[src/design/wfrt_pkg.sv]
// Package for the WebSocket fragment reassembly tracker.
// Holds sizes, codes and the item, state and result structs; depends on nothing.
`default_nettype none

package wfrt_pkg;

  localparam int STAGING_BUFFERS = 2;
  localparam int BUF_W   = 1;
  localparam int FIELD_W = 20;
  localparam int LEN_W   = 17;
  localparam int OFS_W   = 16;
  localparam int GEN_W   = 32;
  localparam int CNT_W   = 32;

  localparam logic [LEN_W-1:0] PAYLOAD_LIMIT = 17'd65536;

  // Item operations.
  localparam logic [1:0] OP_FRAGMENT = 2'd0;
  localparam logic [1:0] OP_RELEASE  = 2'd1;
  localparam logic [1:0] OP_RESET    = 2'd2;

  // Frame opcode low nibble.
  localparam logic [3:0] OPC_CONT   = 4'h0;
  localparam logic [3:0] OPC_TEXT   = 4'h1;
  localparam logic [3:0] OPC_BINARY = 4'h2;
  localparam logic [3:0] OPC_CLOSE  = 4'h8;
  localparam logic [3:0] OPC_PING   = 4'h9;
  localparam logic [3:0] OPC_PONG   = 4'hA;

  typedef enum logic [3:0] {
    ST_IGNORED    = 4'd0,
    ST_STARTED    = 4'd1,
    ST_APPENDED   = 4'd2,
    ST_COMPLETED  = 4'd3,
    ST_DROPPED    = 4'd4,
    ST_DISCARDED  = 4'd5,
    ST_FRAG_ERROR = 4'd6,
    ST_RELEASED   = 4'd7,
    ST_RESET      = 4'd8
  } status_t;

  typedef struct packed {
    logic [1:0]         op;
    logic [7:0]         frame_opcode;
    logic [FIELD_W-1:0] total_length;
    logic [FIELD_W-1:0] fragment_offset;
    logic [FIELD_W-1:0] chunk_length;
    logic [GEN_W-1:0]   conn_generation;
    logic [BUF_W-1:0]   release_index;
  } item_t;

  typedef struct packed {
    logic                       assembling_active;
    logic [BUF_W-1:0]           assembly_buffer;
    logic [LEN_W-1:0]           expected_length;
    logic [LEN_W-1:0]           received_length;
    logic                       first_is_binary;
    logic [GEN_W-1:0]           start_generation;
    logic                       discard_active;
    logic [LEN_W-1:0]           discard_expected;
    logic [LEN_W-1:0]           discard_received;
    logic [STAGING_BUFFERS-1:0] free_buffers;
    logic [CNT_W-1:0]           drops;
    logic [CNT_W-1:0]           fragment_errors;
  } state_t;

  typedef struct packed {
    status_t          status;
    logic [BUF_W-1:0] buffer_index;
    logic [OFS_W-1:0] write_offset;
    logic [LEN_W-1:0] message_length;
    logic [GEN_W-1:0] message_generation;
    logic             message_is_binary;
    logic [CNT_W-1:0] drop_count;
    logic [CNT_W-1:0] fragment_error_count;
  } result_t;

endpackage

`default_nettype wire

[src/design/websocket_fragment_reassembly_tracker_top.sv]
// Top level of the WebSocket fragment reassembly tracker: request and result
// registers, tracker state and the limit register; depends on wfrt_pkg and wfrt_step.
`default_nettype none

// The tracker takes one request per clock while out_ready is high and returns
// exactly one result per request, in order. A request passes through an input
// register, is evaluated against the tracker state by combinational compares
// and adds, and moves into the result register as soon as that register is
// empty or being emptied; the sustained rate is one request per cycle while
// the consumer keeps out_ready high.
// The result register releases its slot in the same cycle it is taken, so a
// full pipeline keeps moving whenever out_ready is high; when the consumer
// stalls, the input register still holds one more request before in_ready
// drops. The max_payload register is written with cfg_write_en and should be
// changed only while no request is in flight. Reset clears the tracker state
// with no clearing pass: both staging buffers free, counters zero, and the
// limit back to 65536 bytes. Payload bytes are not moved here; the results
// carry placement (buffer and write offset) and completion details.
module websocket_fragment_reassembly_tracker_top
  import wfrt_pkg::*;
(
  input  wire                      clk,
  input  wire                      rst,

  input  wire                      cfg_write_en,
  input  wire  [LEN_W-1:0]         cfg_write_data,

  input  wire                      in_valid,
  output logic                     in_ready,
  input  wire  [1:0]               op,
  input  wire  [7:0]               frame_opcode,
  input  wire  [FIELD_W-1:0]       total_length,
  input  wire  [FIELD_W-1:0]       fragment_offset,
  input  wire  [FIELD_W-1:0]       chunk_length,
  input  wire  [GEN_W-1:0]         conn_generation,
  input  wire  [BUF_W-1:0]         release_index,

  output logic                     out_valid,
  input  wire                      out_ready,
  output logic [3:0]               status,
  output logic [BUF_W-1:0]         buffer_index,
  output logic [OFS_W-1:0]         write_offset,
  output logic [LEN_W-1:0]         message_length,
  output logic [GEN_W-1:0]         message_generation,
  output logic                     message_is_binary,
  output logic [CNT_W-1:0]         drop_count,
  output logic [CNT_W-1:0]         fragment_error_count
);

  logic [LEN_W-1:0] max_payload;
  state_t           st;
  state_t           st_next;
  state_t           st_init;
  item_t            req;
  logic             req_valid;
  result_t          res_next;
  result_t          res;
  logic             advance;

  // The evaluation stage moves whenever the result register is empty or is
  // being emptied this cycle.
  assign advance  = !out_valid || out_ready;
  assign in_ready = !req_valid || advance;

  // Reset image of the tracker state: everything zero, every buffer free.
  always_comb begin
    st_init              = '0;
    st_init.free_buffers = '1;
  end

  always_ff @(posedge clk) begin
    if (rst) begin
      max_payload <= PAYLOAD_LIMIT;
    end else if (cfg_write_en) begin
      max_payload <= cfg_write_data;
    end
  end

  // Input register.
  always_ff @(posedge clk) begin
    if (rst) begin
      req_valid <= 1'b0;
    end else if (in_ready) begin
      req_valid <= in_valid;
    end
  end

  always_ff @(posedge clk) begin
    if (in_ready && in_valid) begin
      req.op              <= op;
      req.frame_opcode    <= frame_opcode;
      req.total_length    <= total_length;
      req.fragment_offset <= fragment_offset;
      req.chunk_length    <= chunk_length;
      req.conn_generation <= conn_generation;
      req.release_index   <= release_index;
    end
  end

  wfrt_step u_step (
    .st          (st),
    .item        (req),
    .max_payload (max_payload),
    .st_next     (st_next),
    .res         (res_next)
  );

  // Tracker state commits only when the request moves into the result register.
  always_ff @(posedge clk) begin
    if (rst) begin
      st <= st_init;
    end else if (advance && req_valid) begin
      st <= st_next;
    end
  end

  always_ff @(posedge clk) begin
    if (rst) begin
      out_valid <= 1'b0;
    end else if (advance) begin
      out_valid <= req_valid;
    end
  end

  always_ff @(posedge clk) begin
    if (advance && req_valid) begin
      res <= res_next;
    end
  end

  assign status               = res.status;
  assign buffer_index         = res.buffer_index;
  assign write_offset         = res.write_offset;
  assign message_length       = res.message_length;
  assign message_generation   = res.message_generation;
  assign message_is_binary    = res.message_is_binary;
  assign drop_count           = res.drop_count;
  assign fragment_error_count = res.fragment_error_count;

`ifndef ASSERT_OFF
  // The buffer under assembly must never be offered as free.
  a_active_buffer_taken: assert property (@(posedge clk) disable iff (rst)
    st.assembling_active |-> !st.free_buffers[st.assembly_buffer])
    else $error("assembling buffer is marked free");

  // Assembling and discarding exclude each other.
  a_assemble_xor_discard: assert property (@(posedge clk) disable iff (rst)
    !(st.assembling_active && st.discard_active))
    else $error("assembly and discard active together");

  // An open assembly has always received less than its total.
  a_recv_below_total: assert property (@(posedge clk) disable iff (rst)
    st.assembling_active |-> (st.received_length < st.expected_length))
    else $error("open assembly has reached its total");

  // Counters change only when a request commits.
  a_error_count_step: assert property (@(posedge clk) disable iff (rst)
    !(advance && req_valid) |=> $stable(st.fragment_errors) && $stable(st.drops))
    else $error("counter changed without a committed request");

  // A completed result always describes a message of nonzero length.
  a_complete_length: assert property (@(posedge clk) disable iff (rst)
    (out_valid && res.status == ST_COMPLETED) |-> (res.message_length != '0))
    else $error("completed message with zero length");
`endif

endmodule

`default_nettype wire

[src/design/wfrt_step.sv]
// Next-state and result logic of the reassembly tracker for one request.
// Purely combinational; depends on wfrt_pkg.
`default_nettype none

module wfrt_step
  import wfrt_pkg::*;
(
  input  wire state_t           st,
  input  wire item_t            item,
  input  wire logic [LEN_W-1:0] max_payload,
  output state_t                st_next,
  output result_t               res
);

  // Abort returns the assembling buffer and clears all assembly and discard state.
  function automatic state_t abort_state(input state_t s_in);
    state_t s_out;
    s_out = s_in;
    if (s_in.assembling_active) begin
      s_out.free_buffers[s_in.assembly_buffer] = 1'b1;
    end
    s_out.assembling_active = 1'b0;
    s_out.assembly_buffer   = '0;
    s_out.expected_length   = '0;
    s_out.received_length   = '0;
    s_out.first_is_binary   = 1'b0;
    s_out.start_generation  = '0;
    s_out.discard_active    = 1'b0;
    s_out.discard_expected  = '0;
    s_out.discard_received  = '0;
    return s_out;
  endfunction

  always_comb begin
    state_t             s;
    result_t            r;
    logic [3:0]         opc;
    logic [LEN_W-1:0]   limit;
    logic [FIELD_W-1:0] total;
    logic [FIELD_W-1:0] offs;
    logic [FIELD_W-1:0] chunk;
    logic               write;
    logic               found;
    logic               match;
    logic [BUF_W-1:0]   idx;
    logic [LEN_W-1:0]   disc_sum;
    logic [LEN_W-1:0]   recv_sum;

    s        = st;
    r        = '0;
    r.status = ST_IGNORED;
    opc      = item.frame_opcode[3:0];
    limit    = (max_payload > PAYLOAD_LIMIT) ? PAYLOAD_LIMIT : max_payload;
    total    = item.total_length;
    offs     = item.fragment_offset;
    chunk    = item.chunk_length;
    write    = 1'b0;
    found    = 1'b0;
    match    = 1'b0;
    idx      = '0;
    disc_sum = '0;
    recv_sum = '0;

    unique case (item.op)
      OP_RELEASE: begin
        if (!(s.assembling_active && s.assembly_buffer == item.release_index)) begin
          s.free_buffers[item.release_index] = 1'b1;
          r.status       = ST_RELEASED;
          r.buffer_index = item.release_index;
        end
      end
      OP_RESET: begin
        s        = abort_state(s);
        r.status = ST_RESET;
      end
      OP_FRAGMENT: begin
        if (chunk != '0 && total != '0) begin
          // Past the bound checks all lengths fit in LEN_W bits.
          priority if (total > FIELD_W'(limit) || offs > total || chunk > total - offs) begin
            s                 = abort_state(s);
            s.fragment_errors = s.fragment_errors + 32'd1;
            r.status          = ST_FRAG_ERROR;
          end else if (opc == OPC_CLOSE || opc == OPC_PING || opc == OPC_PONG) begin
            r.status = ST_IGNORED;
          end else if (opc > OPC_BINARY) begin
            s                 = abort_state(s);
            s.fragment_errors = s.fragment_errors + 32'd1;
            r.status          = ST_FRAG_ERROR;
          end else if (offs == '0) begin
            s = abort_state(s);
            if (opc == OPC_CONT) begin
              s.fragment_errors = s.fragment_errors + 32'd1;
              r.status          = ST_FRAG_ERROR;
            end else begin
              // Scan from the top so the lowest free buffer wins.
              for (int i = STAGING_BUFFERS - 1; i >= 0; i--) begin
                if (s.free_buffers[i]) begin
                  found = 1'b1;
                  idx   = BUF_W'(i);
                end
              end
              if (!found) begin
                s.drops            = s.drops + 32'd1;
                s.discard_active   = 1'b1;
                s.discard_expected = total[LEN_W-1:0];
                s.discard_received = '0;
                r.status           = ST_DROPPED;
              end else begin
                s.free_buffers[idx] = 1'b0;
                s.assembling_active = 1'b1;
                s.assembly_buffer   = idx;
                s.expected_length   = total[LEN_W-1:0];
                s.received_length   = '0;
                s.first_is_binary   = (opc == OPC_BINARY);
                s.start_generation  = item.conn_generation;
                r.status            = ST_STARTED;
                write               = 1'b1;
              end
            end
          end else if (s.discard_active) begin
            if (FIELD_W'(s.discard_expected) == total &&
                FIELD_W'(s.discard_received) == offs) begin
              disc_sum = LEN_W'(s.discard_received + chunk[LEN_W-1:0]);
              if (disc_sum >= s.discard_expected) begin
                s.discard_active   = 1'b0;
                s.discard_expected = '0;
                s.discard_received = '0;
              end else begin
                s.discard_received = disc_sum;
              end
            end
            r.status = ST_DISCARDED;
          end else begin
            match = (opc == OPC_CONT) || ((opc == OPC_BINARY) == s.first_is_binary);
            if (!s.assembling_active || FIELD_W'(s.expected_length) != total ||
                FIELD_W'(s.received_length) != offs || !match) begin
              s.fragment_errors = s.fragment_errors + 32'd1;
              s                 = abort_state(s);
              r.status          = ST_FRAG_ERROR;
            end else begin
              r.status = ST_APPENDED;
              write    = 1'b1;
            end
          end
        end
      end
      default: begin
        r.status = ST_IGNORED;
      end
    endcase

    if (write) begin
      r.buffer_index    = s.assembly_buffer;
      r.write_offset    = offs[OFS_W-1:0];
      recv_sum          = LEN_W'(offs[LEN_W-1:0] + chunk[LEN_W-1:0]);
      s.received_length = recv_sum;
      if (recv_sum == s.expected_length) begin
        r.status             = ST_COMPLETED;
        r.message_length     = s.expected_length;
        r.message_generation = s.start_generation;
        r.message_is_binary  = s.first_is_binary;
        s.assembling_active  = 1'b0;
        s.assembly_buffer    = '0;
        s.expected_length    = '0;
        s.received_length    = '0;
        s.first_is_binary    = 1'b0;
        s.start_generation   = '0;
      end
    end

    r.drop_count           = s.drops;
    r.fragment_error_count = s.fragment_errors;

    st_next = s;
    res     = r;
  end

endmodule

`default_nettype wire

[config.mk]
export PLATFORM = sky130hd
export DESIGN_NAME = websocket_fragment_reassembly_tracker_top
export DESIGN_NICKNAME = d
export VERILOG_FILES = /design/src/design/wfrt_pkg.sv /design/src/design/websocket_fragment_reassembly_tracker_top.sv /design/src/design/wfrt_step.sv
export SDC_FILE = /design/constraint.sdc
export NUM_CORES = 1
export LEC_CHECK = 0
export ABC_AREA = 0
export BUFFER_PORTS_ARGS = -buffer_cell sky130_fd_sc_hd__buf_2
export CAP_MARGIN = 15
export CORE_MARGIN = 2
export CORE_UTILIZATION = 59
export DETAILED_ROUTE_END_ITERATION = 8
export GPL_TIMING_DRIVEN = 0
export PLACE_DENSITY = 0.86
export SKIP_CTS_REPAIR_TIMING = 1
export SYNTH_ARGS = -nofsm -noshare
export SYNTH_HDL_FRONTEND = slang
export SYNTH_SLANG_ARGS = --single-unit
[constraint.sdc]
create_clock -name clk -period 8.5 [get_ports clk]
set_input_delay 0.425 -clock clk [delete_from_list [all_inputs] [get_ports clk]]
set_output_delay 0.425 -clock clk [all_outputs]
set_load 0.05 [all_outputs]
=== After elaboration in Yosys (flattened, before gate mapping) ===
Cells that the tools add are included.

* Output and inout port bits: 137
* Register bits: 423
* Input port bits: 125
* Logic and storage cells: 192

* Eq/ne operators: 25
* Muxes and demuxes: 80
* $lt $le $gt $ge: 12
* Add/sub/neg operators: 5
* Reduce and logical (&&, ||, !) cells: 36
* Bitwise gates (word level): 4

{| class="wikitable"
|+ Operator list
! operator !! count
|-
| $mux 170 || 6
|-
| $mux 69 || 4
|-
| $pmux 104 s2 || 1
|-
| $mux 138 || 1
|-
| $mux 35 || 3
|-
| $mux 71 || 1
|-
| $mux 66 || 1
|-
| $add 32x1->32 const B || 2
|-
| $mux 32 || 2
|-
| $mux 64 || 1
|-
| $mux 50 || 1
|-
| $eq 17x20->1 || 2
|-
| $gt 20x20->1 || 2
|-
| $ne 17x20->1 || 2
|-
| $reduce_bool 20->1 || 2
|-
| $add 17x17->17 || 2
|-
| $mux 17 || 2
|-
| $mux 4 || 8
|-
| $mux 1 || 31
|-
| $ne 6x2->1 const B || 4
|-
| $gt 20x17->1 || 1
|-
| $logic_not 20->1 || 1
|-
| $sub 20x20->20 || 1
|-
| $mux 18 || 1
|-
| other kinds (38) || 80
|}

=== Longest topological paths before layout ===
* Depth after elaboration: 38
* Gate-level depth with buffers: 34
* Depth with buffers taken out: 29

=== Modules after synthesis ===
From an unflattened synthesis, not the netlist that was laid out.

* Cells, all modules: 2678
* Area total of the unflattened synthesis: 26252.7 µm²

{| class="wikitable"
|+ By module, submodules not included
! module !! seq. area each (µm²) !! instances !! cells each !! area each (µm²)
|-
| websocket_fragment_reassembly_tracker_top || 10930.5 || 1 || 1040 || 15378.5
|-
| wfrt_step || 0.0 || 1 || 1638 || 10874.2
|}

=== Worst setup path after synthesis ===
OpenSTA, ideal clock, no wires.

* Path type: register -> register
* Start point: reg req[73] (netlist name)
* End point: reg st[161] (netlist name)
* Path slack: 2224 ps
* Required time: 8383 ps
* Stages on the path, launching flop included: 32
* Library setup time: 117 ps
* Arrival time: 6159 ps
* Clock period less this slack: 6276 ps
* Path buffers: 5
* Cells stage by stage: edfxtp_1 -> clkbuf_1 -> inv_1 -> ha_1 -> fa_1 -> nand2b_1 -> a21oi_1 -> nor4_1 -> o21a_1 -> or2_2 -> o21ai_0 -> a21o_1 -> a21oi_1 -> o21ai_0 -> xnor2_1 -> ha_1 -> and4_1 -> a221oi_1 -> mux2i_1 -> nand2_1 -> and3_1 -> buf_4 -> and4_1 -> buf_4 -> a22oi_1 -> xnor2_1 -> nor4_1 -> nand4_2 -> a31o_2 -> buf_6 -> buf_4 -> a32o_1

* Longest elaborated chain between the ends: 15
* Elaborated cells on any way between the ends: 33
* Classes of those cells: add/sub (1); order compare (3); eq/ne (2); mux (20); reduce/logical (7)

{| class="wikitable"
|+ Ends and longest elaborated chain
! item !! line !! text
|-
| start, declared || websocket_fragment_reassembly_tracker_top.sv:54 || <nowiki>item_t req;</nowiki>
|-
| parallel branches: the longest is 14 deep, another holds $sub 20x20->20 || -- ||
|-
| $mux 69 * || wfrt_step.sv:152 || <nowiki>if (write) begin</nowiki>
|}

Every way passes the cells marked *. The select of a mux whose other input is x is not followed.
A chain may end at the register's enable or synchronous reset.

=== Worst setup path after layout ===
* Start point: reg req[74] (netlist name)
* End point: reg st[119] (netlist name)

* Longest elaborated chain between the ends: 15
* Elaborated cells on any way between the ends: 33
* Classes of those cells: add/sub (1); order compare (3); eq/ne (2); mux (20); reduce/logical (7)

{| class="wikitable"
|+ Ends and longest elaborated chain
! item !! line
|-
| parallel branches: the longest is 14 deep, another holds $sub 20x20->20 || --
|-
| $mux 69 * || wfrt_step.sv:152
|}

Marked as above.

==> summary.md <==
| Metric | Value |
|---|---|
| Ant. Diodes | `0` |
| Tmin final | `8.14 ns` |
| Remaining antenna violation count | `0` |
| Most frequent cells in the layout | `buf_2, nand2_1, edfxtp_1, nor2_1, dfxtp_1` |
| Row count | `70` |
| Syn-to-layout area delta | `15.8%` |
| Seq/Total Area, Yosys | `about half` |
| Global Route Usage Sum | `31.3%` |
| P_leak | `9.62 nW` |
| Layout cell share with drive strength beyond 1 | `~15%` |
| Status | `completed` |
| Clock Tree Root | `clkbuf_16` |
| # fillers | `between 2k and 3k` |
| Number of global-route vias before repair | `approximately 18k` |
| CTS Buf Count | `43` |
| Vias | `~18k` |
| Register area | `approximately 11000 sq um` |
| Port Buffers | `roughly 260` |
| Core Box Area | `36300 sq um` |
| Pin slew with the least headroom to its limit | `0.892 ns` |
| Number of flops mapped to enable cells by yosys | `about 230` |
| Required time worst endpoint | `roughly 9.0 ns` |
| Worst-skew pair later-pin latency | `slightly below 0.6 ns` |
| Commonest non-fill, non-tap cell in the layout | `buf_2` |
| Primary FF master, synth | `edfxtp_1` |
| Synth cell types | `74` |
| Post-DP HPWL | `44.8 mm` |
| Largest net degree at the start of global routing | `63` |
| Vias/cell | `roughly 6.1` |
| Tcrit/Tclk final | `a little over nine tenths` |
| Worst-path clk slew | `0.07 ns` |
| Critical Path Start Type | `flip-flop` |
| Design Area, Final | `about 25000 sq um` |
| Final hold vios | `0` |
| Die area | `between 30000 and 40000 sq um` |
| Post-Route Skew | `about 0.023 ns` |
| Drt pass-1 iters | `6` |
| I/O pin count | `approximately 260` |
| H-tree Lvls | `2` |
| Setup TNS | `0 ns` |
| Avg WL per Cell | `20.5 microns` |
| Mapped Cells | `around 2.2k` |
| Area after DPL | `approximately 24000 sq um` |
| CP Class | `reg2reg` |
| Final Routed Wirelength | `~61 mm` |
| Crit-path max FO | `10` |
| Post-Syn Nets | `around 2.4k` |
| Final Net Count | `between 2k and 3k` |
| Antenna violations before repair | `1` |
| Warnings, synthesis | `0` |
| Multi-input gate area | `10000 sq um` |
| Async SR Flop Fraction | `0%` |
| Die Wd | `195 microns` |
| First-pass GRT wire length | `between 90 and 100 mm` |
| Max Fclk | `between 100 and 150 MHz` |
| Placer congestion estimate | `just under 1` |
| Chip Height | `around 200 microns` |
| Worst slew margin | `between 40% and 50%` |
| DRC | `0` |
| Max-slew violation count | `0` |
| CTS tree | `yes` |
| Hold WC Path Type | `in2reg` |
| Number of synthesized register bits | `roughly 420` |
| Cell Area, Synth | `21600 sq um` |
| Clk sink count | `between 400 and 500` |
| Syn Area/Cell | `about 10 sq um` |
| Crit-path slowest cell | `edfxtp_1` |
| Initial DRC count | `1595` |
| Maximum clock path buffer count | `3` |
| Final setup vio count | `0` |
| RSZ-0062 raised after global routing | `false` |
| Overflow after GRT | `0` |
| CP arrival | `~8.6 ns` |
| PwrDens | `around 190 nW/um^2` |
| CP endpoint kind | `flip-flop` |
| Max Cap Viol | `0` |
| CP peak stage delay | `~0.50 ns` |
| Initial Util | `just under 60%` |
| Peak VDD IR | `approximately 0.00017 V` |
area by class of cell:
class / instances / share of cell area (%)
plain buffers: 103 / 1.74
clock buffers: 57 / 4.93
clock inverters: 23 / 0.836
inverters: 78 / 1.17
multi-input cells: 1548 / 40.2
flip-flops and latches: 423 / 43.2
well taps: 468 / 2.34
repair buffers: 263 / 5.56
cells in the mapped netlist, drive strengths merged, types with 15 or more instances:
cell	count	area (sq um)
a21oi	150	751
a2bb2o	32	360
mux2i	18	180
o21ai	82	410
nand2	251	942
inv	77	289
nor4	60	375
nand2b	17	106
nand3	59	295
and3	29	181
xnor2	93	815
buf	15	98.8
edfxtp	234	7030
nor3	43	220
a32o	18	180
ha	108	1350
or3	19	119
a22oi	35	263
a21o	20	150
nand4	41	263
nor2	193	724
clkbuf	89	334
xor2	124	1090
dfxtp	189	3780
final timing paths:
check                  startpoint                    to  slack (ns)  cells past startpoint
max             req[74]$_DFFE_PP_  st[119]$_SDFFE_PP0P_        0.36                     29
min            fragment_offset[1]     req[54]$_DFFE_PP_        0.01                      1
max reg2reg     req[74]$_DFFE_PP_  st[119]$_SDFFE_PP0P_        0.36                     29
min reg2reg  st[146]$_SDFFE_PP0P_  st[146]$_SDFFE_PP0P_        0.45                      2
sequential cells by signal, indices dropped and copies added (netlist names):
| register | cells |
|---|---|
| req | 99 |
| write_offset | 16 |
| message_generation | 32 |
| drop_count | 32 |
| buffer_index | 1 |
| status | 4 |
| req_valid | 1 |
| max_payload | 17 |
| st | 170 |
| fragment_error_count | 32 |
| out_valid | 1 |
| message_length | 17 |
| message_is_binary | 1 |
where the power goes:
part / internal [W] / switching, W / total (W)
logic: 0.000197 / 0.000426 / 0.000623
registers: 0.00223 / 0.0000598 / 0.00229
clock network: 0.00109 / 0.000829 / 0.00192
total: 0.00352 / 0.00131 / 0.00483
through the flow:
stage / util [%] / total power (W) / std cells / hold WS (ns) / worst slack (ns)
detailed placement: 64.8 / 0.00294 / 2882 / 0.445 / 0.0986
CTS: 68.7 / 0.00484 / 2962 / -0.00250 / 0.0951
global route: 68.8 / 0.00498 / 2963 / 0.00888 / 0.0105
global placement: 64.5 / 0.00293 / 2877 / 0.436 / 0.290
finish: 68.8 / 0.00483 / 2963 / 0.0137 / 0.364
floorplan: - / 0.00274 / 2153 / 0.430 / 2.22
logic make-up after synthesis:
group                      after synthesis  share of synthesized area, %
adders and majority gates              111                          6.54
AOI/OAI and AO/OA                      438                          13.6
muxes                                   20                         0.939
buffers and inverters                  182                          3.36
DFF                                    423                          50.1
and+or+nand+nor                        762                          16.6
xor gates and xnor gates               217                          8.81
worst max-delay path: cells and delay by family, from the launching register on:
kind	cells	cell delay [ns]
DFF	1	0.50
adders and majority gates	2	0.72
and+or+nand+nor	11	2.92
AOI/OAI and AO/OA	9	2.32
xor gates and xnor gates	2	0.36
buffers and inverters	5	1.20
routing by layer:
metal	GRT usage (%)	up-vias	wire [microns]
li1	-	8398	-
met1	39.9	8555	24000
met2	51.3	901	28300
met3	5.34	200	5350
met4	16.3	0	3040
met5	0	-	0
Power figures use the tool's default switching activity.
